==> config.mk <==
export PLATFORM = sky130hd
export DESIGN_NAME = ssym_outreg_flat
export DESIGN_NICKNAME = d
export VERILOG_FILES = /design/src/scoped_symbol_stack_macros.svh /design/src/ssym_pkg.sv /design/src/ssym_if.sv /design/src/ssym_outreg.sv /design/src/flat_wrapper.sv
export SDC_FILE = /design/constraint.sdc
export NUM_CORES = 1
export LEC_CHECK = 0
export BUFFER_PORTS_ARGS = -buffer_cell sky130_fd_sc_hd__buf_2
export CORE_AREA = 2 2 105 87
export CTS_BUF_LIST = sky130_fd_sc_hd__clkbuf_4 sky130_fd_sc_hd__clkbuf_8
export DETAILED_ROUTE_END_ITERATION = 10
export DIE_AREA = 0 0 107 89
export SKIP_CTS_REPAIR_TIMING = 1
export SLEW_MARGIN = 20
export SYNTH_ARGS = -nofsm -noshare
export SYNTH_HDL_FRONTEND = slang
export SYNTH_SLANG_ARGS = --single-unit
==> constraint.sdc <==
create_clock -name clk -period 1.9 [get_ports clk]
set_input_delay 0.095 -clock clk [delete_from_list [all_inputs] [get_ports clk]]
set_output_delay 0.095 -clock clk [all_outputs]
set_load 0.01 [all_outputs]
==> src/scoped_symbol_stack_macros.svh <==
`ifndef SCOPED_SYMBOL_STACK_MACROS_SVH
`define SCOPED_SYMBOL_STACK_MACROS_SVH

// Both macros expect clk and arst_n in the scope where they are used.

`define SSYM_ASSERT_IMPL(name, ante, cons, msg) \
	name: assert property (@(posedge clk) disable iff (!arst_n) (ante) |-> (cons)) \
		else $error(msg);

`define SSYM_ASSERT_NEXT(name, ante, cons, msg) \
	name: assert property (@(posedge clk) disable iff (!arst_n) (ante) |=> (cons)) \
		else $error(msg);

`endif

==> src/ssym_pkg.sv <==
package ssym_pkg;

	localparam int SSYM_DEPTH = 256;
	localparam int SSYM_KEY_W = 32;
	localparam int KEY_MAX_W = 64;

	localparam int CMD_W = 3;
	localparam int KEY_PORT_W = 32;
	localparam int ADDR_W = 16;
	localparam int SIZE_W = 16;
	localparam int LEVEL_W = 8;
	localparam int DEPTH_OUT_W = 9;
	localparam int STATUS_W = 2;
	localparam int PAYLOAD_W = ADDR_W + SIZE_W + LEVEL_W;

	localparam logic [CMD_W-1:0] CMD_PUSH = 3'd0;
	localparam logic [CMD_W-1:0] CMD_POP = 3'd1;
	localparam logic [CMD_W-1:0] CMD_PEEK = 3'd2;
	localparam logic [CMD_W-1:0] CMD_UNWIND = 3'd3;
	localparam logic [CMD_W-1:0] CMD_LOOKUP = 3'd4;

	localparam logic [STATUS_W-1:0] ST_OK = 2'd0;
	localparam logic [STATUS_W-1:0] ST_EMPTY = 2'd1;
	localparam logic [STATUS_W-1:0] ST_FULL = 2'd2;

	typedef struct packed {
		logic found;
		logic [KEY_PORT_W-1:0] key_out;
		logic [ADDR_W-1:0] addr_out;
		logic [SIZE_W-1:0] size_out;
		logic [LEVEL_W-1:0] level_out;
		logic [DEPTH_OUT_W-1:0] depth;
		logic [STATUS_W-1:0] status;
	} res_t;

endpackage

==> src/ssym_if.sv <==


interface ssym_rsp_if import ssym_pkg::*; ();
	logic valid;
	logic ready;
	logic found;
	logic [KEY_PORT_W-1:0] key_out;
	logic [ADDR_W-1:0] addr_out;
	logic [SIZE_W-1:0] size_out;
	logic [LEVEL_W-1:0] level_out;
	logic [DEPTH_OUT_W-1:0] depth;
	logic [STATUS_W-1:0] status;

	modport source (output valid, found, key_out, addr_out, size_out, level_out, depth, status,
		input ready);
	modport sink (input valid, found, key_out, addr_out, size_out, level_out, depth, status,
		output ready);
endinterface

==> src/ssym_outreg.sv <==
module ssym_outreg import ssym_pkg::*; (
	input logic clk,
	input logic arst_n,
	input res_t res,
	input logic res_valid,
	output logic res_free,
	ssym_rsp_if.source rsp_ch
);

	logic valid_q;
	res_t data_q;

	assign res_free = !valid_q || rsp_ch.ready;

	always_ff @(posedge clk or negedge arst_n) begin
		if (!arst_n) begin
			valid_q <= 1'b0;
		end else if (res_free) begin
			valid_q <= res_valid;
		end
	end

	always_ff @(posedge clk) begin
		if (res_free && res_valid) begin
			data_q <= res;
		end
	end

	assign rsp_ch.valid = valid_q;
	assign rsp_ch.found = data_q.found;
	assign rsp_ch.key_out = data_q.key_out;
	assign rsp_ch.addr_out = data_q.addr_out;
	assign rsp_ch.size_out = data_q.size_out;
	assign rsp_ch.level_out = data_q.level_out;
	assign rsp_ch.depth = data_q.depth;
	assign rsp_ch.status = data_q.status;

endmodule

==> src/flat_wrapper.sv <==
// flat-port wrapper written by rule: the top's interface ports become plain ports
module ssym_outreg_flat import ssym_pkg::*;
  (clk, arst_n, res, res_valid, res_free, rsp_ch_valid, rsp_ch_found, rsp_ch_key_out, rsp_ch_addr_out, rsp_ch_size_out, rsp_ch_level_out, rsp_ch_depth, rsp_ch_status, rsp_ch_ready);
  ssym_rsp_if rsp_ch_i ();
  input logic clk;
  input logic arst_n;
  input res_t res;
  input logic res_valid;
  output logic res_free;
  output wire logic [$bits(rsp_ch_i.valid)-1:0] rsp_ch_valid;
  output wire logic [$bits(rsp_ch_i.found)-1:0] rsp_ch_found;
  output wire logic [$bits(rsp_ch_i.key_out)-1:0] rsp_ch_key_out;
  output wire logic [$bits(rsp_ch_i.addr_out)-1:0] rsp_ch_addr_out;
  output wire logic [$bits(rsp_ch_i.size_out)-1:0] rsp_ch_size_out;
  output wire logic [$bits(rsp_ch_i.level_out)-1:0] rsp_ch_level_out;
  output wire logic [$bits(rsp_ch_i.depth)-1:0] rsp_ch_depth;
  output wire logic [$bits(rsp_ch_i.status)-1:0] rsp_ch_status;
  input wire logic [$bits(rsp_ch_i.ready)-1:0] rsp_ch_ready;
  assign rsp_ch_valid = rsp_ch_i.valid;
  assign rsp_ch_found = rsp_ch_i.found;
  assign rsp_ch_key_out = rsp_ch_i.key_out;
  assign rsp_ch_addr_out = rsp_ch_i.addr_out;
  assign rsp_ch_size_out = rsp_ch_i.size_out;
  assign rsp_ch_level_out = rsp_ch_i.level_out;
  assign rsp_ch_depth = rsp_ch_i.depth;
  assign rsp_ch_status = rsp_ch_i.status;
  assign rsp_ch_i.ready = rsp_ch_ready;
  ssym_outreg u_core (.clk(clk), .arst_n(arst_n), .res(res), .res_valid(res_valid), .res_free(res_free), .rsp_ch(rsp_ch_i));
endmodule
==> results of run 1 <==
## cell usage after synthesis
master,count,area [um2]
and2_4,1,8.760
dfrtp_1,1,25.02
nand2b_4,1,13.76
edfxtp_1,84,2522
nand2b_1,1,6.260
## power breakdown
group          internal, mW  switching (mW)
clock network         0.752           0.602
logic                 0.252           0.188
registers              2.18          0.0249
total                  3.19           0.815
## area by class of cell
class / instances / area, um2 / area share
clock buffer: 10 / 131.4 / 0.02801
sequential: 85 / 2547 / 0.5432
clock inverter: 6 / 87.58 / 0.01868
tap: 112 / 140.1 / 0.02988
multi-input combinational: 3 / 28.78 / 0.006137
timing repair buffer: 261 / 1754 / 0.3741
## worst min-delay path by stage
stage,endpoint,cells past startpoint
6_report,u_core.rsp_ch.valid$_DFFE_PN0P_,3
5_1_grt,u_core.rsp_ch.valid$_DFFE_PN0P_,2
4_1_cts,u_core.rsp_ch.valid$_DFFE_PN0P_,1
3_5_place_dp,u_core.rsp_ch.valid$_DFFE_PN0P_,1
3_3_place_gp,u_core.rsp_ch.valid$_DFFE_PN0P_,1
2_1_floorplan,u_core.rsp_ch.valid$_DFFE_PN0P_,0
## state kept, by name (all words and copies together), names as in the netlist
signal and count:
u_core.rsp_ch.key_out 32, u_core.rsp_ch.addr_out 16, u_core.rsp_ch.size_out 16, u_core.rsp_ch.depth 9, u_core.rsp_ch.level_out 8, u_core.rsp_ch.status 2, u_core.rsp_ch.found 1, u_core.rsp_ch.valid 1
## cells in the final DEF (no fill, tap or decap)
cell type      instances
edfxtp_1              84
buf_2                173
clkinv_1               1
dfrtp_1                1
nand2b_4               1
buf_12                 1
bufinv_16              2
clkinv_4               1
clkinvlp_4             2
buf_4                  1
dlygate4sd3_1         86
clkbuf_8               9
and2_4                 1
clkbuf_4               1
nand2b_1               1
## metrics by stage
| step | hold slack [ns] | power [mW] | utilization | worst slack (ns) |
|---|---|---|---|---|
| final | 0.02783 | 4.002 | 0.5602 | 0.4397 |
| after global routing | 0.04648 | 4.176 | 0.5602 | 0.3697 |
| after CTS | -0.5074 | 3.926 | 0.4574 | 0.4362 |
| after detailed placement | -0.1240 | 2.553 | 0.4312 | 0.4431 |
| after global placement | -0.1225 | 2.547 | 0.4312 | 0.4871 |
| after floorplan | -0.2006 | 2.348 | - | 0.3066 |
## critical path, delay by kind of cell (launching register included)
family | cells | cell delay, ns
buf+inv | 1 | 0.41
flops | 1 | 0.43
simple gates | 2 | 0.25
## logic make-up after synthesis
kind of cell,count (synthesis),share of synthesized area
DFF,85,0.9888
and+or+nand+nor,3,0.01117
## metal layers
layer	vias up	share of wire	wire [um]	GRT usage
li1	896	-	-	-
met1	843	0.40	2623	0.1231
met2	134	0.45	2938	0.1610
met3	7	0.14	886	0.07216
met4	0	0.0098	64	0.05667
met5	-	0	0	0
==> out/metrics.yaml, run 1 <==
outcome:
  status: "finished clean"
power_and_ir_drop:
  powerDensity_nw_per_um2: 853.4
  vdd_ir_drop_max_mv: 0.4505
  p_leak_nw: 1.983
synth:
  avgSynthCellArea_um2: 29.28
  synth.distinct_cells: 5
  synth_seq_cells: 85
  syn_area_um2: 2576
  yosysWarnings: 0
  synth_fp_nets: 176
  synth-seq-area-share: 0.9888
  netlist_instances: 88
critical_path:
  r2r_end: "u_core.rsp_ch.size_out[15]$_DFFE_PP_"
  critPathMaxFanout: 38
  required_ns: 1.89
  slowest_delay_ns: 0.43
  crit_arrival_ns: 1.45
  end_kind: "register"
  cp_slowest_cell: "dfrtp_1"
  crit_type: "register to register"
  reg2reg_slack_ns: 0.44
  reg2reg_from: "u_core.rsp_ch.valid$_DFFE_PN0P_"
  startpoint: "u_core.rsp_ch.valid$_DFFE_PN0P_"
  path_cells: "nand2b_4 > and2_4 > buf_4"
  crit_path_end: "u_core.rsp_ch.size_out[15]$_DFFE_PP_"
  rr_worst_depth: 3
  startpoint_type: "register"
global_routing:
  grt_pass1_wl_um: 7610
  antenna_found_initial: 0
  grt_pass1_vias: 1580
  grt_max_degree: 47
  overflow: 0
  grt.total_usage: 0.1095
floorplan:
  num_rows: 30
  io_pins: 174
  die_y_um: 89
  core-area_um2: 8371
  die_w_um: 107
  start_util: 0.3078
  die_area_um2: 9523
timing:
  fin_crit_sh: 0.7686
  fmax_ghz: 0.6848
  setup_viol: 0
  fin_tns_setup_ns: 0
  timing.final.hold_violations: 0
  min_period_ns: 1.460
  tightestPinTransition_ns: 0.4721
  slew_headroom: 0.6853
  rsz0062_at_grt: "false"
  slew_viol_final: 0
  skew_ns: 0.006872
layout:
  final_area_um2: 4690
  drive_gt1_frac: 0.5260
  fillers: 638
  layout.cells.non_filler: 477
  syn_to_final_growth_pct: 82.03
  nNetsFinal: 448
  n_antenna_cell: 0
detailed_routing:
  vias: 1880
  post_drt_wl_per_cell_um: 13.65
  drt_iter0_markers: 43
  drt_wl_total_um: 6513
  firstDrtPassIters: 4
  post-route-drc-count: 0
  routed_via_density: 3.941
  antenna_left: 0
cts:
  clk_latency_ns: 0.34
  clock_tree.root_cell: "clkbuf_8"
  clock_path_buffers: 2
  clock-sinks: 85
  cts_max_level: 3
  clkTransAtPathRegs_ns: 0.08
  cts_made_buffers: 9
  cts_tree: "built"
placement:
  dp_cells: 375
  dp_hpwl_um: 4074
  gp_congestion: 0.6806
  placed_cell_area_um2: 3610
  io_buffers: 173
hold_path:
  hold_path_startpoint: "rsp_ch_ready"
  hold_class: "primary input to register"
run:
  drv_cap: 0
Power figures use the tool's default switching activity.
==> run 2: changes to the inputs <==
- ABC_AREA: default -> 1
- clock period: 1.9 -> 1.4 ns (I/O delays scaled with it)
==> run 2 against run 1 <==
  * Design area shrank 0.24%
  * Final cell count grew 0.42%
  * Wire length grew 4.4%
  * Register-to-register slack lost 0.30 ns
  * Worst setup slack lost 0.30 ns
  * Via count grew 2.7%
  * Global-route usage shrank 0.40 points
  * Sequential cell count is the same
  * Fmax grew 16%
  * Critical path type unchanged
  * Highest routed layer unchanged
==> out/metrics.yaml, run 2 <==
critical_path:
  startpoint_type: "register"  # unchanged
  crit_arrival_ns: 1.29  # was 1.45 ns
  reg2reg_from: "u_core.rsp_ch.valid$_DFFE_PN0P_"  # unchanged
  crit_type: "register to register"  # unchanged
  end_kind: "register"  # unchanged
  required_ns: 1.43  # was 1.89 ns
  critPathMaxFanout: 40  # was 38
  startpoint: "u_core.rsp_ch.valid$_DFFE_PN0P_"  # unchanged
synth:
  yosysWarnings: 0  # unchanged
  synth_fp_nets: 178  # was 176
  synth-seq-area-share: 0.9922  # was 0.9888
  avgSynthCellArea_um2: 28.53  # was 29.28 um2
  synth_edf_count: 84  # unchanged
  syn_area_um2: 2567  # was 2576 um2
  synth.distinct_cells: 5  # unchanged
  yosysMostFrequentCell: "edfxtp_1"  # unchanged
  yosysTopAreaCell: "edfxtp_1"  # unchanged
  synth_top_flop_cell: "edfxtp_1"  # unchanged
  async_reset_ff_frac: 0.01176  # unchanged
  ys_top_cells_by_area: "edfxtp_1 98%, dfrtp_1 0.97%, inv_1 0.29%, nand2_1 0.29%, a21oi_1 0.19%"  # was edfxtp_1 98%, dfrtp_1 0.97%, nand2b_4 0.53%, and2_4 0.34%, nand2b_1 0.24%
  synth_seq_cells: 85  # unchanged
  synth_common_cells: "84 x edfxtp_1, 2 x inv_1, 2 x nand2_1"  # was 84 x edfxtp_1, 1 x and2_4, 1 x dfrtp_1, 1 x nand2b_1, 1 x nand2b_4
  yosys.area.top_type_share: 0.9825  # was 0.9791
  netlist_instances: 90  # was 88
timing:
  fin_tns_setup_ns: 0  # unchanged
  setup_viol: 0  # unchanged
  whs_ns: 0.01998  # was 0.02783 ns
  worst_slack_ns: 0.1392  # was 0.4397 ns
  fmax_ghz: 0.7931  # was 0.6848 GHz
  slew_headroom: 0.8595  # was 0.6853
  rsz0062_at_grt: "false"  # unchanged
  tightestPinTransition_ns: 0.2103  # was 0.4721 ns
  slew_viol_final: 0  # unchanged
  fin_crit_sh: 0.9006  # was 0.7686
  min_period_ns: 1.261  # was 1.460 ns
  timing.final.hold_violations: 0  # unchanged
  skew_ns: 0.009912  # was 0.006872 ns
floorplan:
  die_w_um: 107  # unchanged
  core-area_um2: 8371  # unchanged
  io_pins: 174  # unchanged
  start_util: 0.3067  # was 0.3078
  die_y_um: 89  # unchanged
  num_rows: 30  # unchanged
  die_area_um2: 9523  # unchanged
detailed_routing:
  drt_wl_total_um: 6799  # was 6513 um
  vias: 1931  # was 1880
  routed_via_density: 4.031  # was 3.941
  post-route-drc-count: 0  # unchanged
  dr.max_layer_used: "met4"  # unchanged
  antenna_left: 0  # unchanged
  drt-met1-wl_um: 2747  # was 2623 um
  post_drt_wl_per_cell_um: 14.19  # was 13.65 um
  wl_met3_um: 735  # was 886 um
  firstDrtPassIters: 4  # unchanged
  drt_iter0_markers: 47  # was 43
  met2_length_um: 3263  # was 2938 um
power_and_ir_drop:
  vdd_ir_drop_max_mv: 0.6454  # was 0.4505 mV
  power.total_mw: 5.216  # was 4.002 mW
  p_leak_nw: 1.988  # was 1.983 nW
  powerDensity_nw_per_um2: 1115  # was 853.4 nW/um2
cts:
  cts_made_buffers: 9  # unchanged
  clkTransAtPathRegs_ns: 0.08  # about the same
  clock-sinks: 85  # unchanged
  cts_tree: "built"  # unchanged
  cts_max_level: 3  # unchanged
  clock_path_buffers: 2  # unchanged
  clk_latency_ns: 0.34  # about the same
  clock_tree.root_cell: "clkbuf_8"  # unchanged
layout:
  largest_register_ffs: 32  # unchanged
  fillers: 622  # was 638
  n_antenna_cell: 0  # unchanged
  layout_commonest_cell: "buf_2"  # unchanged
  layout_common_cells: "173 x buf_2, 86 x dlygate4sd3_1, 84 x edfxtp_1, 9 x clkbuf_8"  # unchanged
  layout.cells.non_filler: 479  # was 477
  drive_gt1_frac: 0.5232  # was 0.5260
  syn_to_final_growth_pct: 82.21  # was 82.03%
  nNetsFinal: 451  # was 448
hold_path:
  hold_class: "primary input to register"  # unchanged
  hold_path_startpoint: "rsp_ch_ready"  # unchanged
global_routing:
  grt_pass1_wl_um: 7293  # was 7610 um
  overflow: 0  # unchanged
  grt_max_degree: 41  # was 47
  grt_pass1_vias: 1470  # was 1580
  antenna_found_initial: 0  # unchanged
  grt.total_usage: 0.1055  # was 0.1095
outcome:
  status: "finished clean"  # unchanged
placement:
  dp_slack_ns: 0.1512  # was 0.4431 ns
  dp_cells: 378  # was 375
  io_buffers: 173  # unchanged
  gp_congestion: 0.7148  # was 0.6806
run:
  drv_cap: 0  # unchanged
[run 2: routing by layer]
layer | vias up | global-route usage
li1 | 905 | -
met1 | 884 | 0.1264
met2 | 136 | 0.1604
met3 | 6 | 0.06050
met4 | 0 | 0.03896
met5 | - | 0
[run 2: cell families after synthesis]
family	after synthesis	synth area share
buffers and inverters	2	0.002925
and+or+nand+nor	2	0.002925
AOI/OAI and AO/OA	1	0.001947
DFF	85	0.9922
[run 2: through the flow]
| stage | cell area [um2] | utilization |
|---|---|---|
| after floorplan | 2580 | - |
| after global placement | 3633 | 0.4341 |
| after detailed placement | 3633 | 0.4341 |
| after CTS | 3817 | 0.4561 |
| after global routing | 4678 | 0.5589 |
| final | 4678 | 0.5589 |
[run 2: area by class of cell]
type,count,area (um2),share of cell area
clock inverter,5,52.55,0.01123
clock buffer,10,131.4,0.02808
multi-input combinational,3,23.77,0.005082
inverter,2,7.507,0.001605
tap,112,140.1,0.02995
sequential,85,2549,0.5448
timing repair buffer,262,1774,0.3792
[run 2: report_power, final]
part           switching (mW)  leakage (nW)  internal, mW
logic                   0.260          1.08         0.346
registers              0.0371         0.810          2.96
clock network           0.784        0.0969         0.826
total                    1.08          1.99          4.13
[run 2: critical path: stages (launching register included)]
cell and delay [ns]:
dfrtp_2 0.44, a21oi_4 0.24, buf_12 0.25
[run 2: worst paths after layout]
check / to / slack [ns] / cells past startpoint
min reg2reg: u_core.rsp_ch.valid$_DFFE_PN0P_ / 0.56 / 2
min in group asynchronous: u_core.rsp_ch.valid$_DFFE_PN0P_ / 0.04 / 2
min: u_core.rsp_ch.valid$_DFFE_PN0P_ / 0.02 / 4
max: u_core.rsp_ch.size_out[4]$_DFFE_PP_ / 0.14 / 2
max in group asynchronous: u_core.rsp_ch.valid$_DFFE_PN0P_ / 1.26 / 2
max reg2reg: u_core.rsp_ch.size_out[4]$_DFFE_PP_ / 0.14 / 2
==> run 3: changes to the inputs <==
- ABC_AREA: 1 -> default
==> run 3 against run 2 <==
  * Count of clock-buffer cells in the layout decreased by 1
  * Global-route usage increased by 0.67 points
  * Sequential power about the same
  * Critical endpoint is now u_core.rsp_ch.key_out[19]$_DFFE_PP_
  * Final cell count increased by 0.21%
  * Worst setup slack got worse by 0.042 ns
  * Fmax decreased by 3.2%
==> out/metrics.yaml, run 3 (synthesis gave the netlist of run 1 again) <==
outcome:
  status: "finished clean"  # unchanged
floorplan:
  num_rows: 30  # unchanged
  die_w_um: 107  # unchanged
  die_y_um: 89  # unchanged
  start_util: 0.3078  # was 0.3067
  die_area_um2: 9523  # unchanged
  core-area_um2: 8371  # unchanged
  io_pins: 174  # unchanged
cts:
  cts_tree: "built"  # unchanged
  clkTransAtPathRegs_ns: 0.09  # was 0.08 ns
  clock-sinks: 85  # unchanged
  clk_latency_ns: 0.34  # about the same
  cts_made_buffers: 9  # unchanged
  clock_path_buffers: 2  # unchanged
  cts_max_level: 3  # unchanged
  clock_tree.root_cell: "clkbuf_8"  # unchanged
timing:
  fmax_ghz: 0.7678  # was 0.7931 GHz
  min_period_ns: 1.302  # was 1.261 ns
  rsz0062_at_grt: "false"  # unchanged
  fin_crit_sh: 0.9303  # was 0.9006
  slew_headroom: 0.8674  # was 0.8595
  slew_viol_final: 0  # unchanged
  tightestPinTransition_ns: 0.1989  # was 0.2103 ns
  whs_ns: 0.3124  # was 0.01998 ns
  skew_ns: 0.008003  # was 0.009912 ns
  setup_viol: 0  # unchanged
  timing.final.hold_violations: 0  # unchanged
global_routing:
  grt_max_degree: 37  # was 41
  antenna_found_initial: 0  # unchanged
  grt_pass1_vias: 1492  # was 1470
  grt_pass1_wl_um: 7527  # was 7293 um
  overflow: 0  # unchanged
  grt.total_usage: 0.1121  # was 0.1055
layout:
  layout_common_cells: "173 x buf_2, 88 x dlygate4sd3_1, 84 x edfxtp_1, 9 x clkbuf_8, 3 x clkinv_4"  # was 173 x buf_2, 86 x dlygate4sd3_1, 84 x edfxtp_1, 9 x clkbuf_8
  fin_util: 0.5607  # was 0.5589
  largest_register_ffs: 32  # unchanged
  drive_gt1_frac: 0.5272  # was 0.5232
  final_area_um2: 4693  # was 4678 um2
  nNetsFinal: 451  # unchanged
  layout_commonest_cell: "buf_2"  # unchanged
  syn_to_final_growth_pct: 82.18  # was 82.21%
  n_antenna_cell: 0  # unchanged
power_and_ir_drop:
  power.total_mw: 5.160  # was 5.216 mW
  vdd_ir_drop_max_mv: 0.5443  # was 0.6454 mV
  powerDensity_nw_per_um2: 1099  # was 1115 nW/um2
  p_leak_nw: 1.988  # about the same
detailed_routing:
  vias: 1897  # was 1931
  firstDrtPassIters: 3  # was 4
  routed_via_density: 3.952  # was 4.031
  post-route-drc-count: 0  # unchanged
  post_drt_wl_per_cell_um: 13.87  # was 14.19 um
  antenna_left: 0  # unchanged
  drt_iter0_markers: 72  # was 47
  drt_wl_total_um: 6659  # was 6799 um
critical_path:
  critPathMaxFanout: 36  # was 40
  reg2reg_from: "u_core.rsp_ch.valid$_DFFE_PN0P_"  # unchanged
  r2r_end: "u_core.rsp_ch.key_out[19]$_DFFE_PP_"  # was u_core.rsp_ch.size_out[4]$_DFFE_PP_
  rr_worst_depth: 3  # was 2
  crit_type: "register to register"  # unchanged
  startpoint_type: "register"  # unchanged
  crit_arrival_ns: 1.34  # was 1.29 ns
  required_ns: 1.44  # was 1.43 ns
  startpoint: "u_core.rsp_ch.valid$_DFFE_PN0P_"  # unchanged
  end_kind: "register"  # unchanged
  reg2reg_slack_ns: 0.1  # was 0.14 ns
placement:
  io_buffers: 173  # unchanged
  placed_cell_area_um2: 3630  # was 3633 um2
  gp_congestion: 0.6660  # was 0.7148
  dp_hpwl_um: 4258
hold_path:
  holdPathEnd: "u_core.rsp_ch.depth[7]$_DFFE_PP_"  # was u_core.rsp_ch.valid$_DFFE_PN0P_
  min_path_cells: 3  # was 4
  hold_class: "primary input to register"  # unchanged
  hold_path_startpoint: "rsp_ch_ready"  # unchanged
run:
  drv_cap: 0  # unchanged
run 3: cell count changes in the layout (fill, tap and decap cells not counted), moves of 2 or more:
cell / previous run / this run
clkinv_4: 1 / 3
nand2_1: 2 / 0
inv_1: 2 / 0
dlygate4sd3_1: 86 / 88
run 3: power by group:
group | switching, mW | total (mW) | internal [mW]
clock | 0.885 | 1.55 | 0.668
combinational | 0.258 | 0.611 | 0.353
sequential | 0.0342 | 3.00 | 2.96
total | 1.18 | 5.16 | 3.98
run 3: how the worst max path moves through the flow:
stage / end / slack (ns) / depth (start not counted)
3_3_place_gp: u_core.rsp_ch.found$_DFFE_PP_ / 0.14 / 3
5_1_grt: u_core.rsp_ch.size_out[4]$_DFFE_PP_ / 0.05 / 3
3_5_place_dp: u_core.rsp_ch.depth[8]$_DFFE_PP_ / 0.12 / 3
2_1_floorplan: u_core.rsp_ch.addr_out[0]$_DFFE_PP_ / -0.19 / 2
6_report: u_core.rsp_ch.key_out[19]$_DFFE_PP_ / 0.1 / 3
4_1_cts: u_core.rsp_ch.key_out[19]$_DFFE_PP_ / 0.12 / 3
run 3: critical path: stages, from the launching register on:
cell	delay [ns]
dfrtp_1	0.42
nand2b_4	0.08
and2_4	0.24
buf_12	0.25
run 3: routing by layer:
metal  up-vias  routed length (um)  GRT usage
li1        904                   -          -
met1       869                2600     0.1286
met2       120                3307     0.1662
met3         4                 704    0.06924
met4         0                  46    0.05667
met5         -                   0          0
run 3: final cells by class:
class	instances	area [um2]
clock buffers	9	123.9
multi-input cells	3	28.78
clock inverters	7	58.81
flip-flops and latches	85	2547
well taps	112	140.1
repair buffers	264	1794
fillers	651	3677
run 3: metrics by stage:
stage	worst slack (ns)	std cells	setup TNS (ns)
detailed placement	0.1198	376	0
finish	0.09763	480	0
floorplan	-0.1906	88	-16.01
global route	0.04946	480	0
global placement	0.1359	376	0
CTS	0.1167	392	0
