### src/scoped_symbol_stack_macros.svh
`ifndef SCOPED_SYMBOL_STACK_MACROS_SVH
`define SCOPED_SYMBOL_STACK_MACROS_SVH

// Both macros expect clk and arst_n in the scope where they are used.

`define SSYM_ASSERT_IMPL(name, ante, cons, msg) \
	name: assert property (@(posedge clk) disable iff (!arst_n) (ante) |-> (cons)) \
		else $error(msg);

`define SSYM_ASSERT_NEXT(name, ante, cons, msg) \
	name: assert property (@(posedge clk) disable iff (!arst_n) (ante) |=> (cons)) \
		else $error(msg);

`endif

### src/ssym_pkg.sv
package ssym_pkg;

	localparam int SSYM_DEPTH = 256;
	localparam int SSYM_KEY_W = 32;
	localparam int KEY_MAX_W = 64;

	localparam int CMD_W = 3;
	localparam int KEY_PORT_W = 32;
	localparam int ADDR_W = 16;
	localparam int SIZE_W = 16;
	localparam int LEVEL_W = 8;
	localparam int DEPTH_OUT_W = 9;
	localparam int STATUS_W = 2;
	localparam int PAYLOAD_W = ADDR_W + SIZE_W + LEVEL_W;

	localparam logic [CMD_W-1:0] CMD_PUSH = 3'd0;
	localparam logic [CMD_W-1:0] CMD_POP = 3'd1;
	localparam logic [CMD_W-1:0] CMD_PEEK = 3'd2;
	localparam logic [CMD_W-1:0] CMD_UNWIND = 3'd3;
	localparam logic [CMD_W-1:0] CMD_LOOKUP = 3'd4;

	localparam logic [STATUS_W-1:0] ST_OK = 2'd0;
	localparam logic [STATUS_W-1:0] ST_EMPTY = 2'd1;
	localparam logic [STATUS_W-1:0] ST_FULL = 2'd2;

	typedef struct packed {
		logic found;
		logic [KEY_PORT_W-1:0] key_out;
		logic [ADDR_W-1:0] addr_out;
		logic [SIZE_W-1:0] size_out;
		logic [LEVEL_W-1:0] level_out;
		logic [DEPTH_OUT_W-1:0] depth;
		logic [STATUS_W-1:0] status;
	} res_t;

endpackage

### src/ssym_if.sv
interface ssym_req_if import ssym_pkg::*; ();
	logic valid;
	logic ready;
	logic [CMD_W-1:0] cmd;
	logic [KEY_PORT_W-1:0] key;
	logic [ADDR_W-1:0] addr_in;
	logic [SIZE_W-1:0] size_in;
	logic [LEVEL_W-1:0] level;

	modport source (output valid, cmd, key, addr_in, size_in, level, input ready);
	modport sink (input valid, cmd, key, addr_in, size_in, level, output ready);
endinterface


### src/ssym_seq.sv
`include "scoped_symbol_stack_macros.svh"

module ssym_seq import ssym_pkg::*; #(
	parameter int DEPTH = SSYM_DEPTH,
	parameter int KEY_WIDTH = SSYM_KEY_W,
	localparam int AW = $clog2(DEPTH),
	localparam int CW = $clog2(DEPTH + 1),
	localparam int WORD_W = KEY_WIDTH + PAYLOAD_W
) (
	input logic clk,
	input logic arst_n,
	ssym_req_if.sink cmd_ch,
	output res_t res,
	output logic res_valid,
	input logic res_free,
	output logic ram_we,
	output logic [AW-1:0] ram_waddr,
	output logic [WORD_W-1:0] ram_wdata,
	output logic [AW-1:0] ram_raddr,
	input logic [WORD_W-1:0] ram_rdata
);

	localparam logic [2:0] S_IDLE = 3'd0;
	localparam logic [2:0] S_READ = 3'd1;
	localparam logic [2:0] S_UNW = 3'd2;
	localparam logic [2:0] S_LKP = 3'd3;
	localparam logic [2:0] S_FIN = 3'd4;

	logic [2:0] state_q, state_d;
	logic [CW-1:0] fill_q, fill_d, fill_m1;
	logic [AW-1:0] scan_q, scan_d;
	logic [KEY_WIDTH-1:0] key_q, key_st, rd_key;
	logic [LEVEL_W-1:0] lvl_q, rd_level;
	logic [ADDR_W-1:0] rd_addr;
	logic [SIZE_W-1:0] rd_size;
	logic [KEY_MAX_W-1:0] key64, kout64;
	res_t res_q, res_d, hit;
	logic acc, full, empty;

	assign cmd_ch.ready = (state_q == S_IDLE);
	assign acc = cmd_ch.valid && cmd_ch.ready;
	assign full = (fill_q == CW'(DEPTH));
	assign empty = (fill_q == '0);
	assign fill_m1 = fill_q - 1'b1;

	assign key64 = {{(KEY_MAX_W - KEY_PORT_W){1'b0}}, cmd_ch.key};
	assign key_st = key64[KEY_WIDTH-1:0];

	assign ram_we = acc && (cmd_ch.cmd == CMD_PUSH) && !full;
	assign ram_waddr = fill_q[AW-1:0];
	assign ram_wdata = {key_st, cmd_ch.addr_in, cmd_ch.size_in, cmd_ch.level};
	assign ram_raddr = (state_q == S_IDLE) ? fill_m1[AW-1:0] : scan_q - 1'b1;

	assign rd_level = ram_rdata[LEVEL_W-1:0];
	assign rd_size = ram_rdata[LEVEL_W +: SIZE_W];
	assign rd_addr = ram_rdata[LEVEL_W + SIZE_W +: ADDR_W];
	assign rd_key = ram_rdata[PAYLOAD_W +: KEY_WIDTH];

	always_comb begin
		kout64 = '0;
		kout64[KEY_WIDTH-1:0] = rd_key;
		hit = '0;
		hit.found = 1'b1;
		hit.key_out = kout64[KEY_PORT_W-1:0];
		hit.addr_out = rd_addr;
		hit.size_out = rd_size;
		hit.level_out = rd_level;
		hit.status = ST_OK;
	end

	always_comb begin
		state_d = state_q;
		fill_d = fill_q;
		scan_d = scan_q;
		res_d = res_q;
		unique case (state_q)
			S_IDLE: begin
				if (acc) begin
					res_d = '0;
					res_d.status = ST_OK;
					scan_d = fill_m1[AW-1:0];
					state_d = S_FIN;
					unique case (cmd_ch.cmd)
						CMD_PUSH: begin
							if (full) begin
								res_d.status = ST_FULL;
							end else begin
								fill_d = fill_q + 1'b1;
							end
						end
						CMD_POP: begin
							if (empty) begin
								res_d.status = ST_EMPTY;
							end else begin
								fill_d = fill_m1;
								state_d = S_READ;
							end
						end
						CMD_PEEK: begin
							if (!empty) begin
								state_d = S_READ;
							end
						end
						CMD_UNWIND: begin
							if (!empty) begin
								state_d = S_UNW;
							end
						end
						CMD_LOOKUP: begin
							if (!empty) begin
								state_d = S_LKP;
							end
						end
						default: state_d = S_FIN;
					endcase
				end
			end
			S_READ: begin
				res_d = hit;
				state_d = S_FIN;
			end
			S_UNW: begin
				if (rd_level > lvl_q) begin
					fill_d = fill_m1;
					scan_d = scan_q - 1'b1;
					if (scan_q == '0) begin
						state_d = S_FIN;
					end
				end else begin
					state_d = S_FIN;
				end
			end
			S_LKP: begin
				if (rd_key == key_q) begin
					res_d = hit;
					state_d = S_FIN;
				end else if (scan_q == '0) begin
					state_d = S_FIN;
				end else begin
					scan_d = scan_q - 1'b1;
				end
			end
			S_FIN: begin
				if (res_free) begin
					state_d = S_IDLE;
				end
			end
			default: state_d = S_IDLE;
		endcase
	end

	always_ff @(posedge clk or negedge arst_n) begin
		if (!arst_n) begin
			state_q <= S_IDLE;
			fill_q <= '0;
		end else begin
			state_q <= state_d;
			fill_q <= fill_d;
		end
	end

	always_ff @(posedge clk) begin
		scan_q <= scan_d;
		res_q <= res_d;
		if (acc) begin
			key_q <= key_st;
			lvl_q <= cmd_ch.level;
		end
	end

	always_comb begin
		res = res_q;
		res.depth = DEPTH_OUT_W'(fill_q);
	end
	assign res_valid = (state_q == S_FIN);

	`SSYM_ASSERT_IMPL(a_fill_bound, 1'b1, fill_q <= CW'(DEPTH), "fill count above depth")
	`SSYM_ASSERT_IMPL(a_unw_top, state_q == S_UNW, CW'(scan_q) + 1'b1 == fill_q, "unwind not at top")
	`SSYM_ASSERT_IMPL(a_lkp_range, state_q == S_LKP, CW'(scan_q) < fill_q, "lookup beyond top")
	`SSYM_ASSERT_NEXT(a_push_grow, ram_we, fill_q == $past(fill_q) + 1'b1, "push did not grow stack")

endmodule

### src/flat_wrapper.sv
// flat-port wrapper written by rule: the top's interface ports become plain ports
module ssym_seq_flat import ssym_pkg::*;
#(
	parameter int DEPTH = SSYM_DEPTH,
	parameter int KEY_WIDTH = SSYM_KEY_W,
	localparam int AW = $clog2(DEPTH),
	localparam int CW = $clog2(DEPTH + 1),
	localparam int WORD_W = KEY_WIDTH + PAYLOAD_W
)
  (clk, arst_n, res, res_valid, res_free, ram_we, ram_waddr, ram_wdata, ram_raddr, ram_rdata, cmd_ch_valid, cmd_ch_cmd, cmd_ch_key, cmd_ch_addr_in, cmd_ch_size_in, cmd_ch_level, cmd_ch_ready);
  ssym_req_if cmd_ch_i ();
  input logic clk;
  input logic arst_n;
  output res_t res;
  output logic res_valid;
  input logic res_free;
  output logic ram_we;
  output logic [AW-1:0] ram_waddr;
  output logic [WORD_W-1:0] ram_wdata;
  output logic [AW-1:0] ram_raddr;
  input logic [WORD_W-1:0] ram_rdata;
  input wire logic [$bits(cmd_ch_i.valid)-1:0] cmd_ch_valid;
  input wire logic [$bits(cmd_ch_i.cmd)-1:0] cmd_ch_cmd;
  input wire logic [$bits(cmd_ch_i.key)-1:0] cmd_ch_key;
  input wire logic [$bits(cmd_ch_i.addr_in)-1:0] cmd_ch_addr_in;
  input wire logic [$bits(cmd_ch_i.size_in)-1:0] cmd_ch_size_in;
  input wire logic [$bits(cmd_ch_i.level)-1:0] cmd_ch_level;
  output wire logic [$bits(cmd_ch_i.ready)-1:0] cmd_ch_ready;
  assign cmd_ch_i.valid = cmd_ch_valid;
  assign cmd_ch_i.cmd = cmd_ch_cmd;
  assign cmd_ch_i.key = cmd_ch_key;
  assign cmd_ch_i.addr_in = cmd_ch_addr_in;
  assign cmd_ch_i.size_in = cmd_ch_size_in;
  assign cmd_ch_i.level = cmd_ch_level;
  assign cmd_ch_ready = cmd_ch_i.ready;
  ssym_seq #(.DEPTH(DEPTH), .KEY_WIDTH(KEY_WIDTH)) u_core (.clk(clk), .arst_n(arst_n), .cmd_ch(cmd_ch_i), .res(res), .res_valid(res_valid), .res_free(res_free), .ram_we(ram_we), .ram_waddr(ram_waddr), .ram_wdata(ram_wdata), .ram_raddr(ram_raddr), .ram_rdata(ram_rdata));
endmodule
### config.mk
export PLATFORM = sky130hd
export DESIGN_NAME = ssym_seq_flat
export DESIGN_NICKNAME = d
export VERILOG_FILES = /design/src/ssym_pkg.sv /design/src/ssym_if.sv /design/src/ssym_seq.sv /design/src/flat_wrapper.sv
export VERILOG_INCLUDE_DIRS = /design/src /design/src/src
export SDC_FILE = /design/constraint.sdc
export NUM_CORES = 1
export LEC_CHECK = 0
export BUFFER_PORTS_ARGS = -buffer_cell sky130_fd_sc_hd__buf_4
export CAP_MARGIN = 20
export CORE_MARGIN = 2
export CORE_UTILIZATION = 43
export CTS_CLUSTER_DIAMETER = 40
export DETAILED_ROUTE_END_ITERATION = 6
export PLACE_DENSITY = 0.75
export SLEW_MARGIN = 20
export SYNTH_ARGS = -nofsm -noshare
export SYNTH_HDL_FRONTEND = slang
export SYNTH_SLANG_ARGS = --single-unit
### constraint.sdc
create_clock -name clk -period 6.1 [get_ports clk]
set_input_delay 0.305 -clock clk [delete_from_list [all_inputs] [get_ports clk]]
set_output_delay 0.305 -clock clk [all_outputs]
set_load 0.05 [all_outputs]
==> flow_results.org, run 1 <==
** Yosys
- Of the synthesized area, sequential elements account for 59.8%.
- After synthesis, the cell types taking the most area are edfxtp_1 (55%), buf_4 (9.0%), and2_1 (6.7%).
- Top cell type by total area after synthesis :: edfxtp_1
- Counting every net in the synthesized netlist gives 684.
- Among all flip-flop cells after synthesis, the most frequent one is edfxtp_1.
- Summed over its instances, the top area cell type makes up 55.3% of the synthesized netlist area.
- Syn Inst Count :: 521
- In the synthesized netlist the async set-or-reset flop fraction comes to 8.89%.
- Synth warn :: 0
- edfxtp_1 is the most common cell in the netlist.
- Post-Syn Area :: 6680 µm²
- Synth unique cells :: 50
- Counting flops and latches in the post-synthesis netlist gives 135.
- By count the netlist is led by edfxtp_1 (123), buf_4 (80), and2_1 (71).
- Count of flip-flops with a built-in enable after synthesis :: 123
- Average cell area after synthesis :: 12.8 µm²

** Worst setup path
- Data on the critical path is required at its endpoint by 6.13 ns.
- In this run the worst setup path begins at u_core.state_q[2]$_DFFE_PN0P_.
- Startpoint of the worst-slack reg-to-reg timing path :: u_core.state_q[2]$_DFFE_PN0P_
- The setup check on the worst reg-to-reg path leaves a slack of 3.22 ns.
- Critical-path maximum fanout :: 74
- The number of buffers and inverters on the critical path is 1.
- Kind of launch point of the worst setup path :: flop
- The kind of cell with the highest combined delay along the critical path is simple AND/OR/NAND/NOR gates.
- Cell with the biggest individual delay on the critical path :: buf_4
- The setup path with the least slack is of type reg -> reg.
- Kind of end point of the critical path :: flop
- In this run the critical register-to-register path is captured at u_core.res[35]$_SDFFCE_PN0P_.
- Longest individual stage delay on the worst path :: 0.74 ns
- Series of cell instances along the critical path :: nor3_4 -> nand2_1 -> a22oi_2 -> buf_4
- Measured in cells, the most critical reg-to-reg path has a length of 4.
- CP arrival :: 2.91 ns

** Power
- Power density of the placed cells :: 522 nW/µm²
- The internal power of the cells totals 0.00251 W.
- Net switching is 45.1% of the power.
- IR analysis of the VDD net gives a maximum drop of 0.238 mV.
- Lkg Pwr :: 3.70 nW
- Of the total power, the clock network draws 19.5%.
- The share of total power dissipated in sequential elements is 33.9%.
- Post-layout total power :: 0.00457 W
- Part of the power in combinational logic :: 46.6%
- Summed over all nets, the switching power comes to 0.00206 W.

** Global routing
- Overall track demand over capacity in global routing :: 19.9%
- Via count of the first global-routing pass :: 4437
- The first global-routing pass estimated 24400 µm of wire.
- After global routing the overflow that remains totals 0.
- Entering global routing, the biggest net connects 75 pins.
- The number of antenna violations at the first check in global routing was 0.

** STA
- Number of failing setup endpoints in the final timing report :: 0
- The hold violation total from the final report was 0.
- On the final layout, the worst clock skew is 0.00622 ns.
- Slew Viols, Final :: 0
- Setup repair after global routing left no endpoint under its margin.
- Counting I/O delays and the setup requirement, the final critical path takes 2.88 ns.
- Summed over all failing endpoints, the final setup total negative slack is 0 ns.
- Slew of the pin with the lowest slew margin :: 1.09 ns
- Peak Freq :: 0.347 GHz
- Dividing the final minimum period by the clock period gives 47.2%.
- In this run the tightest slew margin relative to its limit is 26.8%.

** Die
- In this run the standard cell core region covers 15200 µm².
- Measured along the y axis, the die boundary spans 129 µm.
- Total number of placement rows :: 45
- Horizontal extent of the die :: 129 µm
- During I/O placement, the number of pins put on the boundary was 326.
- Initial Utilization :: 43.9%
- The die covers 16500 µm².

** Clock network
- Clock-pin slew was measured on the worst setup and hold paths at 0.06 ns.
- For this design, the sink count on the clock tree is 135.
- Clock buffers created by TritonCTS :: 17
- Post-CTS Hold Fix Bufs :: 1
- In this run the clock root is driven by a clkbuf_16.
- Post-CTS repair changed the size of 0 cells.
- TritonCTS built the clock tree.
- Clock insertion delay at the later pin of the skew report :: 0.41 ns
- Setup repair bufs after CTS :: 0
- Clock tree buffer depth :: 2
- The H-tree generated during clock tree synthesis spans 4 levels.

** Final layout
- Number of diodes added for antenna fixing :: 0
- End-of-flow core utilization :: 57.6%
- Total Nets Final :: 873
- Leaving out filler cells and counting taps, the final layout contains 911.
- Of the cells placed in the final design, the portion with a size suffix greater than 1 is 42.0%.
- Relative area change from synthesis to final layout :: 31.3%
- Fill count :: 1249

** Hold path
- HP Start :: cmd_ch_key[13]
- Hold Path Sink :: u_core.key_q[13]$_DFFE_PP_
- The tightest min-delay check is of the in -> reg type.
- Counting instances, the worst hold path has a depth of 1.

** Routing
- In the routed design, unresolved DRC markers number 0.
- Starting DRC count in detailed routing :: 283
- Via count normalized by instance count :: 4.95
- After detailed routing, the average wire length per cell comes to 18.2 µm.
- Number of vias in the routed layout :: 4511
- Iteration count of the initial detailed-routing pass :: 5
- Summed over all layers, the routed wires come to 16500 µm.
- Residual antenna-violating net count after detailed routing :: 0

** Placement
- Counting tap cells, the placed design contains a total of 878 instances.
- I/O Buffers :: 261
- Detailed placement HPWL :: 12600 µm
- The congestion estimate from routability-driven global placement came to 0.911.

** Run
- Max-cap check violation count :: 0

** Outcome
- Run status :: finished clean
## how the worst max path moves through the flow
stage / endpoint / slack [ns] / cells past startpoint
floorplan: u_core.res[0]$_SDFFCE_PP0P_ / 0.85 / 5
finish: u_core.res[35]$_SDFFCE_PN0P_ / 3.22 / 4
global route: u_core.res[35]$_SDFFCE_PN0P_ / 3.05 / 4
CTS: u_core.res[71]$_SDFFCE_PN0P_ / 2.91 / 4
detailed placement: u_core.res[36]$_SDFFCE_PN0P_ / 2.94 / 4
global placement: u_core.res[74]$_SDFFCE_PN0P_ / 3.07 / 4
## sequential cells by signal, indices dropped and copies added (netlist names)
signal	flops
u_core.state_q	3
u_core.key_q	32
u_core.lvl_q	8
u_core.fill_q	9
u_core.res	75
u_core.scan_q	8
## routing by layer
layer | vias to the layer above | part of all wire, % | GRT usage (%)
met5 | - | 0 | 0
met2 | 201 | 49 | 32.7
li1 | 2133 | - | -
met4 | 0 | 3.4 | 9.91
met3 | 56 | 7.2 | 5.11
met1 | 2121 | 40 | 24.4
## placed cells by master, fill, tap and decap left out, types with 2 or more instances in the layout
cell type / n
nand2_1: 13
nand4_1: 12
nor2b_1: 2
buf_4: 263
clkbuf_16: 17
xor2_1: 10
a211oi_1: 4
inv_1: 16
dfrtp_1: 12
a21o_1: 2
mux2i_1: 14
nor3_1: 5
clkinv_2: 5
nand3_1: 9
nor3_4: 3
edfxtp_1: 123
clkinv_4: 4
o21ai_0: 8
ha_1: 12
nor2_1: 21
nand2b_1: 2
a2bb2oi_1: 2
and3_1: 2
a221oi_1: 3
nor4_1: 5
a21oi_1: 10
xnor2_1: 43
clkinv_1: 2
and2_1: 71
clkbuf_1: 3
## per-stage QoR
| stage | instance area, µm² | setup slack [ns] | hold slack, ns |
|---|---|---|---|
| floorplan | 6680 | 0.851 | 0.00941 |
| global route | 8760 | 3.05 | 0.0564 |
| detailed placement | 8230 | 2.94 | 0.162 |
| finish | 8760 | 3.22 | 0.0780 |
| CTS | 8760 | 2.91 | 0.0561 |
| global placement | 8230 | 3.07 | 0.160 |
## layout make-up
class                           count  area (µm²)  area share [%]
Clock buffer                       20         437            4.98
Sequential cell                   135        3990            45.6
Multi-Input combinational cell    274        1970            22.4
Inverter                           18        67.6           0.771
Tap cell                          188         235            2.68
Clock inverter                     12        80.1           0.914
Timing Repair Buffer              264        1980            22.6
## power groups by stage
stage / combinational (W) / clock (W) / sequential, W
5_1_grt: 0.00223 / 0.000953 / 0.00158
4_1_cts: 0.00214 / 0.000913 / 0.00155
2_1_floorplan: 0.000966 / 0 / 0.00218
3_5_place_dp: 0.00213 / 0 / 0.00156
6_report: 0.00213 / 0.000891 / 0.00155
3_3_place_gp: 0.00211 / 0 / 0.00156
## cell families (layout without fill, tap and decap cells)
logic type,Yosys count,in the layout,synth area share [%]
AND/OR/NAND/NOR,152,152,13.4
buffers and inverters,112,314,10.9
multiplexers,14,14,2.10
adder cells (fa/ha/maj),12,12,2.25
flip-flops,135,135,59.8
AO/OA/AOI/OAI,43,43,4.56
XOR/XNOR,53,53,6.95
Power figures use the tool's default switching activity.
==> run 2: changes to the inputs <==
CORE_UTILIZATION = 42   (was 43)
PLACE_DENSITY = 0.77   (was 0.75)
clock period = 2.4 ns   (was 6.1 ns; I/O delays follow)
==> run 2 against run 1 <==
- clock power increased to 2.6 times the previous value
- register-to-register slack worse by 3.0 ns
- worst hold slack worse by 0.068 ns
- clock skew up 0.0020 ns
- via count rose by 10%
- critical path type is now reg -> out
- largest cell class unchanged
- highest routed layer unchanged
==> flow_results.org, run 2 (synthesis gave the netlist of run 1 again) <==
** Global routing
- Gr busiest metal :: met2
- The via count of the first global-routing pass was 5174.
- For met2 alone, demand over resource in global routing was 40.7%.
- Entering global routing, the biggest net connects 73 pins.
- For this run the aggregate overflow at the end of global routing stands at 0.
- In the global route stage, overall resource usage came out at 22.5%.
- Global-route wire length before repair :: 28000 µm
- Number of antenna violations at the first check in global routing :: 0
- Grt met3 use :: 4.51%
- Met1 usage :: 24.7%

** Final layout
- The post-route netlist has 38.5% of its cells at a drive strength greater than 1.
- Total Nets Final :: 974
- The register with the most flip-flops in the layout has 75 of them.
- After filler insertion, the fill cell instance count of the layout stands at 1157.
- Number of diodes added for antenna fixing :: 0
- Leaving out fill and tap cells, the most frequent cells in the layout are buf_4 (267), edfxtp_1 (123), dlygate4sd3_1 (95).
- With fillers left out, the area of the finished cells amounts to 9860 µm².
- Leaving out fill and tap cells, the most frequent cell in the layout is buf_4.
- Cells fill 62.7% of the core in the end.
- Relative area change from synthesis to final layout :: 47.7%
- Summing all multi-input logic gate instances after layout gives 1980 µm².
- Registers take 4000 µm².

** Die
- The initial utilization of the core area, before any placement, comes to 42.5%.
- Area of the core :: 15700 µm²
- The die covers 16900 µm².
- Die height :: 130 µm
- From left edge to right edge, the die measures 130 µm.
- Total number of placement rows :: 46
- I/O pin cnt :: 326

** Placement
- Detailed placement HPWL :: 13300 µm
- Final GP Congestion :: 0.868
- Cell area after placement :: 8360 µm²
- I/O Buffers :: 261

** Clock network
- H-tree level count :: 4
- Buffers inserted during clock tree synthesis total 17.
- CTS tree :: done
- Clock insertion delay at the later pin of the skew report :: 0.41 ns
- Clock slew at reported path FFs :: 0.06 ns
- The tree is rooted in a clkbuf_16.
- The clock drives 135 sinks.
- The clock passes through at most 2 buffers.
- In this run the post-CTS setup repair buffer count came out at 0.

** Power
- Portion of total power attributed to the clock network :: 19.5%
- The analysis attributes to cell leakage a power of 4.14 nW.
- Sw Pwr :: 0.00538 W
- The worst-case IR drop observed on VDD is 0.765 mV.
- Part of the power in combinational logic :: 47.8%
- Power share of the sequential group :: 32.7%
- Pint :: 0.00659 W
- Post-layout total power :: 0.0120 W
- Switching Fraction :: 45.0%
- Power density of the placed cells :: 1210 nW/µm²

** Worst setup path
- Of all nets on the critical path, the largest fanout is 8.
- Cell with the biggest individual delay on the critical path :: dfrtp_2
- The critical path in this run is classified as reg -> out.
- For the worst setup path, the data required time is 2.28 ns.
- Series of cell instances along the critical path :: inv_1 -> ha_2 -> nand3_1 -> xor2_2 -> mux2i_2 -> buf_4
- The worst register-to-register path has a setup slack of 0.24 ns.
- Kind of launch point of the worst setup path :: flop
- On the worst path, the slowest cell contributes a delay of 0.46 ns.
- Kind of end point of the critical path :: output pin
- STA puts the critical path data arrival time at 2.20 ns.

** Outcome
- Run status :: finished clean

** Routing
- In this run the remaining antenna-violating nets after routing total 0.
- Starting DRC count in detailed routing :: 355
- For this run, design rule violations remaining after detail routing come to 0.
- Post-detailed-routing wire length :: 19100 µm
- Average wire per standard cell :: 18.4 µm
- Using the TritonRoute via totals, the vias-per-cell ratio works out to 4.78.
- Number of vias in the routed layout :: 4975
- The first detailed-routing pass took 4 iterations.

** STA
- Min cycle time layout :: 2.32 ns
- Clock skew after layout :: 0.00824 ns
- Final period utilization :: 96.8%
- Setup violations remaining at the end of the flow were counted as 0.
- Slew of the pin with the lowest slew margin :: 0.571 ns
- Final hold viol count :: 0
- The final-report max-slew violation count is 0.
- Based on the critical path, the design can be clocked at up to 0.431 GHz.
- Relative slew slack :: 61.9%

** Hold path
- The tightest min-delay check is of the in -> reg type.

** Run
- The tool flagged a number of max-cap violations equal to 0.
## run 2: cell types whose count changed in the layout (fill, tap and decap cells not counted), moves of 2 or more
| cell | previous run | this run |
|---|---|---|
| xor2_2 | 0 | 2 |
| xor2_1 | 10 | 8 |
| clkbuf_1 | 3 | 1 |
| dlygate4sd3_1 | 1 | 95 |
| buf_4 | 263 | 267 |
| inv_6 | 1 | 3 |
| clkinv_4 | 4 | 2 |
| buf_12 | 0 | 3 |
| clkinvlp_4 | 1 | 3 |
## run 2: per-layer routing
layer	vias to the layer above	wire, µm
li1	2331	-
met1	2362	7260
met2	211	10100
met3	71	1040
met4	0	757
met5	-	0
## run 2: worst paths after layout
check                                        startpoint                           end  depth (start not counted)
max                        u_core.fill_q[0]$_DFFE_PN0P_                  ram_raddr[6]                          6
min                                       ram_rdata[46]  u_core.res[57]$_SDFFCE_PN0P_                          2
max reg2reg                  u_core.key_q[26]$_DFFE_PP_  u_core.res[54]$_SDFFCE_PN0P_                          6
min reg2reg                u_core.fill_q[8]$_DFFE_PN0P_  u_core.fill_q[8]$_DFFE_PN0P_                          1
max in group asynchronous                        arst_n  u_core.fill_q[0]$_DFFE_PN0P_                          2
min in group asynchronous                        arst_n  u_core.fill_q[1]$_DFFE_PN0P_                          2
## run 2: what timing repair did
item	CTS	global route
setup endpoints to repair	0	3
hold buffers	95	0
endpoints found under the hold margin	106	0
resized for setup	0	4
## run 2: power by group through the flow
stage	clock network, W	registers, W	logic [W]
finish	0.00234	0.00392	0.00572
global route	0.00248	0.00399	0.00599
CTS	0.00237	0.00389	0.00570
detailed placement	0	0.00394	0.00556
global placement	0	0.00391	0.00550
floorplan	0	0.00551	0.00247
## run 2: area by class of cell
| cell class | count | share of cell area, % |
|---|---|---|
| clock inverters | 14 | 1.03 |
| repair buffers | 365 | 30.6 |
| multi-input cells | 274 | 20.1 |
| clock buffers | 18 | 4.35 |
| inverters | 18 | 0.685 |
| well taps | 216 | 2.74 |
| flip-flops and latches | 135 | 40.5 |
## run 2: through the flow
stage	std cells	hold WS [ns]	TNS [ns]	worst slack [ns]
2_1_floorplan	521	-0.176	-87.34	-1.16
3_3_place_gp	913	-0.0302	0	0.312
3_5_place_dp	913	-0.0220	0	0.263
4_1_cts	1040	0.00144	0	0.00140
5_1_grt	1040	0.000893	-0.0217	-0.0217
6_report	1040	0.00967	0	0.0772
## run 2: worst max-delay path, delay by kind of cell (launching register included)
family	cells	cell delay [ns]
buf+inv	2	0.45
mux	1	0.19
flops	1	0.46
simple gates	1	0.17
xor+xnor	1	0.22
fa+ha+maj	1	0.29
==> run 3: changes to the inputs <==
ABC_AREA = 1   (was not set)
CORE_UTILIZATION = 43   (was 42)
PLACE_DENSITY = 0.78   (was 0.77)
==> run 3 against run 2 <==
- cell count increased by 16%
- clock-buffer cell count shrank 1
- clock power grew 13%
- register-to-register slack better by 0.16 ns
- sequential share of layout area barely moved
- critical path depth is 3 higher
- total power grew 24%
- cell area is 0.10% lower
- synthesized area up 5.0%
- die area up 2.5%
- highest routed layer unchanged
==> flow_results.org, run 3 <==
** Clock network
- Setup repair bufs after CTS :: 0
- The root buffer cell chosen for the clock tree is clkbuf_16.
- CTS tree :: done
- Number of clock sinks :: 135
- H-tree level count :: 4
- Clock insertion delay at the later pin of the skew report :: 0.42 ns
- Clock buffers created by TritonCTS :: 17
- Clock tree buffer depth :: 2
- Clock-pin slew was measured on the worst setup and hold paths at 0.06 ns.

** Die
- The die covers 17300 µm².
- After floorplanning, the core was divided into 46 placement rows.
- The die is 132 µm wide.
- Initial Utilization :: 44.1%
- Pin placement for this block handled 326 I/O pins.
- The region available for standard cell placement spans 15900 µm².
- The die is 132 µm tall.

** Final layout
- Excluding fillers, the count of instances in the completed layout stands at 1202.
- Total Nets Final :: 1137
- Flip-flop count of the largest register, all copies and words added :: 75
- Leaving out fill and tap cells, the most frequent cell in the layout is buf_4.
- The area growth from synthesis to layout is 40.5%.
- Fill count :: 1272
- Number of diodes added for antenna fixing :: 0
- Most used cells in the layout excluding fill and tap cells :: buf_4 (265), nand2_1 (129), inv_1 (123), edfxtp_1 (123), nor2_1 (113)
- In the final layout, the share of cells above drive strength 1 is 32.7%.

** Run
- Across the run, the number of max-cap violations was 0.

** Global routing
- Number of antenna violations at the first check in global routing :: 0
- The first global-routing pass estimated 27400 µm of wire.
- Overflow left after global routing :: 0
- Overall track demand over capacity in global routing :: 20.3%
- Via count of the first global-routing pass :: 5420
- Pin count of the biggest net entering global routing :: 61

** Worst setup path
- Data arrives at the worst endpoint at 2.10 ns.
- Kind of launch point of the worst setup path :: flop
- Critical-path maximum fanout :: 12
- For the worst setup path, the data required time is 2.28 ns.
- CP Class :: reg -> out
- Kind of end point of the critical path :: output pin
- Length in cells of the worst reg-to-reg path :: 8

** STA
- Headroom to the max-slew limit came out at 63.7%.
- Final period utilization :: 92.7%
- Peak Freq :: 0.450 GHz
- The smallest clock period supported by the final layout is computed as 2.22 ns.
- Slew of the pin with the lowest slew margin :: 0.540 ns
- WHS :: 0.00533 ns
- Unrepaired setup endpoints after global routing :: false
- The clock arrives with 0.0117 ns of skew.
- Adding up every negative setup slack in the final design gives 0 ns.
- Setup violations remaining at the end of the flow were counted as 0.
- Worst path setup slack after routing :: 0.176 ns
- Slew Viols, Final :: 0
- Final hold viol count :: 0

** Routing
- Via count normalized by instance count :: 4.50
- Average wire per standard cell :: 14.6 µm
- In the detailed route, the total length drawn on met3 is 1270 µm.
- After detailed routing, the met2 layer carries 8630 µm of wire.
- The detailed router placed 5408 vias in this run.
- Residual antenna-violating net count after detailed routing :: 0
- Routed length on met1 :: 7030 µm
- For this block, the routed nets add up to 17500 µm of wire.
- The first TritonRoute pass finished after 4 iterations.
- DRC Markers :: 0
- After detailed routing, no signal wire sits above met4.
- The detailed router finished its first iteration with 265 violations.

** Yosys
- In this run the cell area of the synthesized design comes to 7010 µm².
- Counting every instance in the synthesized netlist gives 724.
- The netlist uses 32 different library cells.
- Average cell area after synthesis :: 9.68 µm²
- Number of nets in the synthesized netlist :: 887
- Part of the Yosys area used for sequential elements :: 57.0%
- Cell with the most instances after synthesis :: nand2_1
- Among all flip-flop cells after synthesis, the most frequent one is edfxtp_1.
- Synth warn :: 0
- By area the synthesized netlist is led by edfxtp_1 (53%), buf_4 (8.6%), nand2_1 (6.9%).
- Fraction of post-synthesis cell area in the top cell type by area :: 52.7%
- Top cells by instance count after synthesis :: nand2_1 (129), edfxtp_1 (123), inv_1 (123)
- The biggest area contributor in the post-synthesis netlist is edfxtp_1.
- Count of flip-flops with a built-in enable after synthesis :: 123
- Yosys reg bits :: 135
- After synthesis, the share of flip-flops with an asynchronous set or reset is 8.89%.

** Outcome
- The run finished with clean final reports.

** Power
- In this run the power spent charging and discharging nets is 0.00714 W.
- Power share of the sequential group :: 29.6%
- Post-layout total power :: 0.0149 W
- Switching Fraction :: 48.0%
- Per report_power, the clock group accounts for 17.7% of the total.
- The internal power of the cells totals 0.00773 W.
- In this run the static leakage power is 4.74 nW.
- Part of the power in combinational logic :: 52.7%
- For this design the ratio of total power to cell area is 1510 nW/µm².
- Across the VDD grid, the largest voltage drop is 0.767 mV.

** Placement
- At the placement stage, the worst setup path has a slack of 0.351 ns.
- Placed Cells incl. Taps :: 1117
- Detailed placement ended at an HPWL of 13000 µm.
- Final GP Congestion :: 0.935
- I/O Buffers :: 261

** Hold path
- The tightest min-delay check is of the in -> reg type.
- Cells on Worst Hold Path :: 3
-- run 3: per-stage QoR --
| step | utilization (%) | cell area, µm² |
|---|---|---|
| global placement | 54.8 | 8710 |
| floorplan | - | 7060 |
| finish | 62.0 | 9850 |
| global route | 62.0 | 9850 |
| CTS | 62.0 | 9850 |
| detailed placement | 54.8 | 8710 |
-- run 3: kinds of logic (layout without fill, tap and decap cells) --
family / count (synthesis) / in the layout / share of synthesized area (%)
buf+inv: 222 / 484 / 16.5
compound gates: 38 / 38 / 2.87
xor+xnor: 38 / 38 / 4.75
simple gates: 279 / 279 / 16.7
flops: 135 / 135 / 57.0
fa+ha+maj: 12 / 12 / 2.14
-- run 3: layer usage --
layer / GRT usage (%) / up-vias
li1: - / 2684
met1: 24.1 / 2432
met2: 34.0 / 243
met3: 5.71 / 49
met4: 9.78 / 0
met5: 0 / -
-- run 3: area by class of cell --
type | instances | area, µm² | share of cell area, %
Timing Repair Buffer | 323 | 2610 | 26.5
Tap cell | 216 | 270 | 2.74
Multi-Input combinational cell | 367 | 1890 | 19.2
Sequential cell | 135 | 3990 | 40.5
Clock buffer | 17 | 425 | 4.32
Clock inverter | 14 | 174 | 1.77
Inverter | 130 | 489 | 4.97
-- run 3: final timing paths --
kind | from | slack (ns) | to
setup / recovery | u_core.state_q[0]$_DFFE_PN0P_ | 0.18 | ram_we
hold / removal | ram_rdata[11] | 0.005 | u_core.res[22]$_SDFFCE_PN0P_
setup reg to reg | u_core.key_q[4]$_DFFE_PP_ | 0.40 | u_core.res[13]$_SDFFCE_PN0P_
hold reg to reg | u_core.fill_q[0]$_DFFE_PN0P_ | 0.61 | u_core.fill_q[0]$_DFFE_PN0P_
max in group asynchronous | arst_n | 2.13 | u_core.state_q[0]$_DFFE_PN0P_
min in group asynchronous | arst_n | 0.09 | u_core.fill_q[1]$_DFFE_PN0P_
-- run 3: timing repair --
| action | 4_1_cts | 5_1_grt |
|---|---|---|
| hold endpoints to repair | 65 | 0 |
| hold buffers | 54 | 0 |
| endpoints found under the setup margin | 0 | 1 |
| gates resized for setup | 0 | 1 |
-- run 3: critical path, stage by stage, from the launching register on --
cell     delay, ns
dfrtp_1       0.43
nor2_2        0.14
inv_2         0.06
nor2_4        0.10
inv_2         0.11
nor2_4        0.32
nand2_1       0.11
a21o_1        0.18
inv_1         0.06
buf_4         0.19
-- run 3: power groups by stage --
stage          sequential, W  combinational (W)  clock [W]
2_1_floorplan        0.00686            0.00319          0
3_3_place_gp         0.00441            0.00770          0
3_5_place_dp         0.00443            0.00779          0
4_1_cts              0.00440            0.00787    0.00268
5_1_grt              0.00451            0.00824    0.00279
6_report             0.00440            0.00783    0.00264
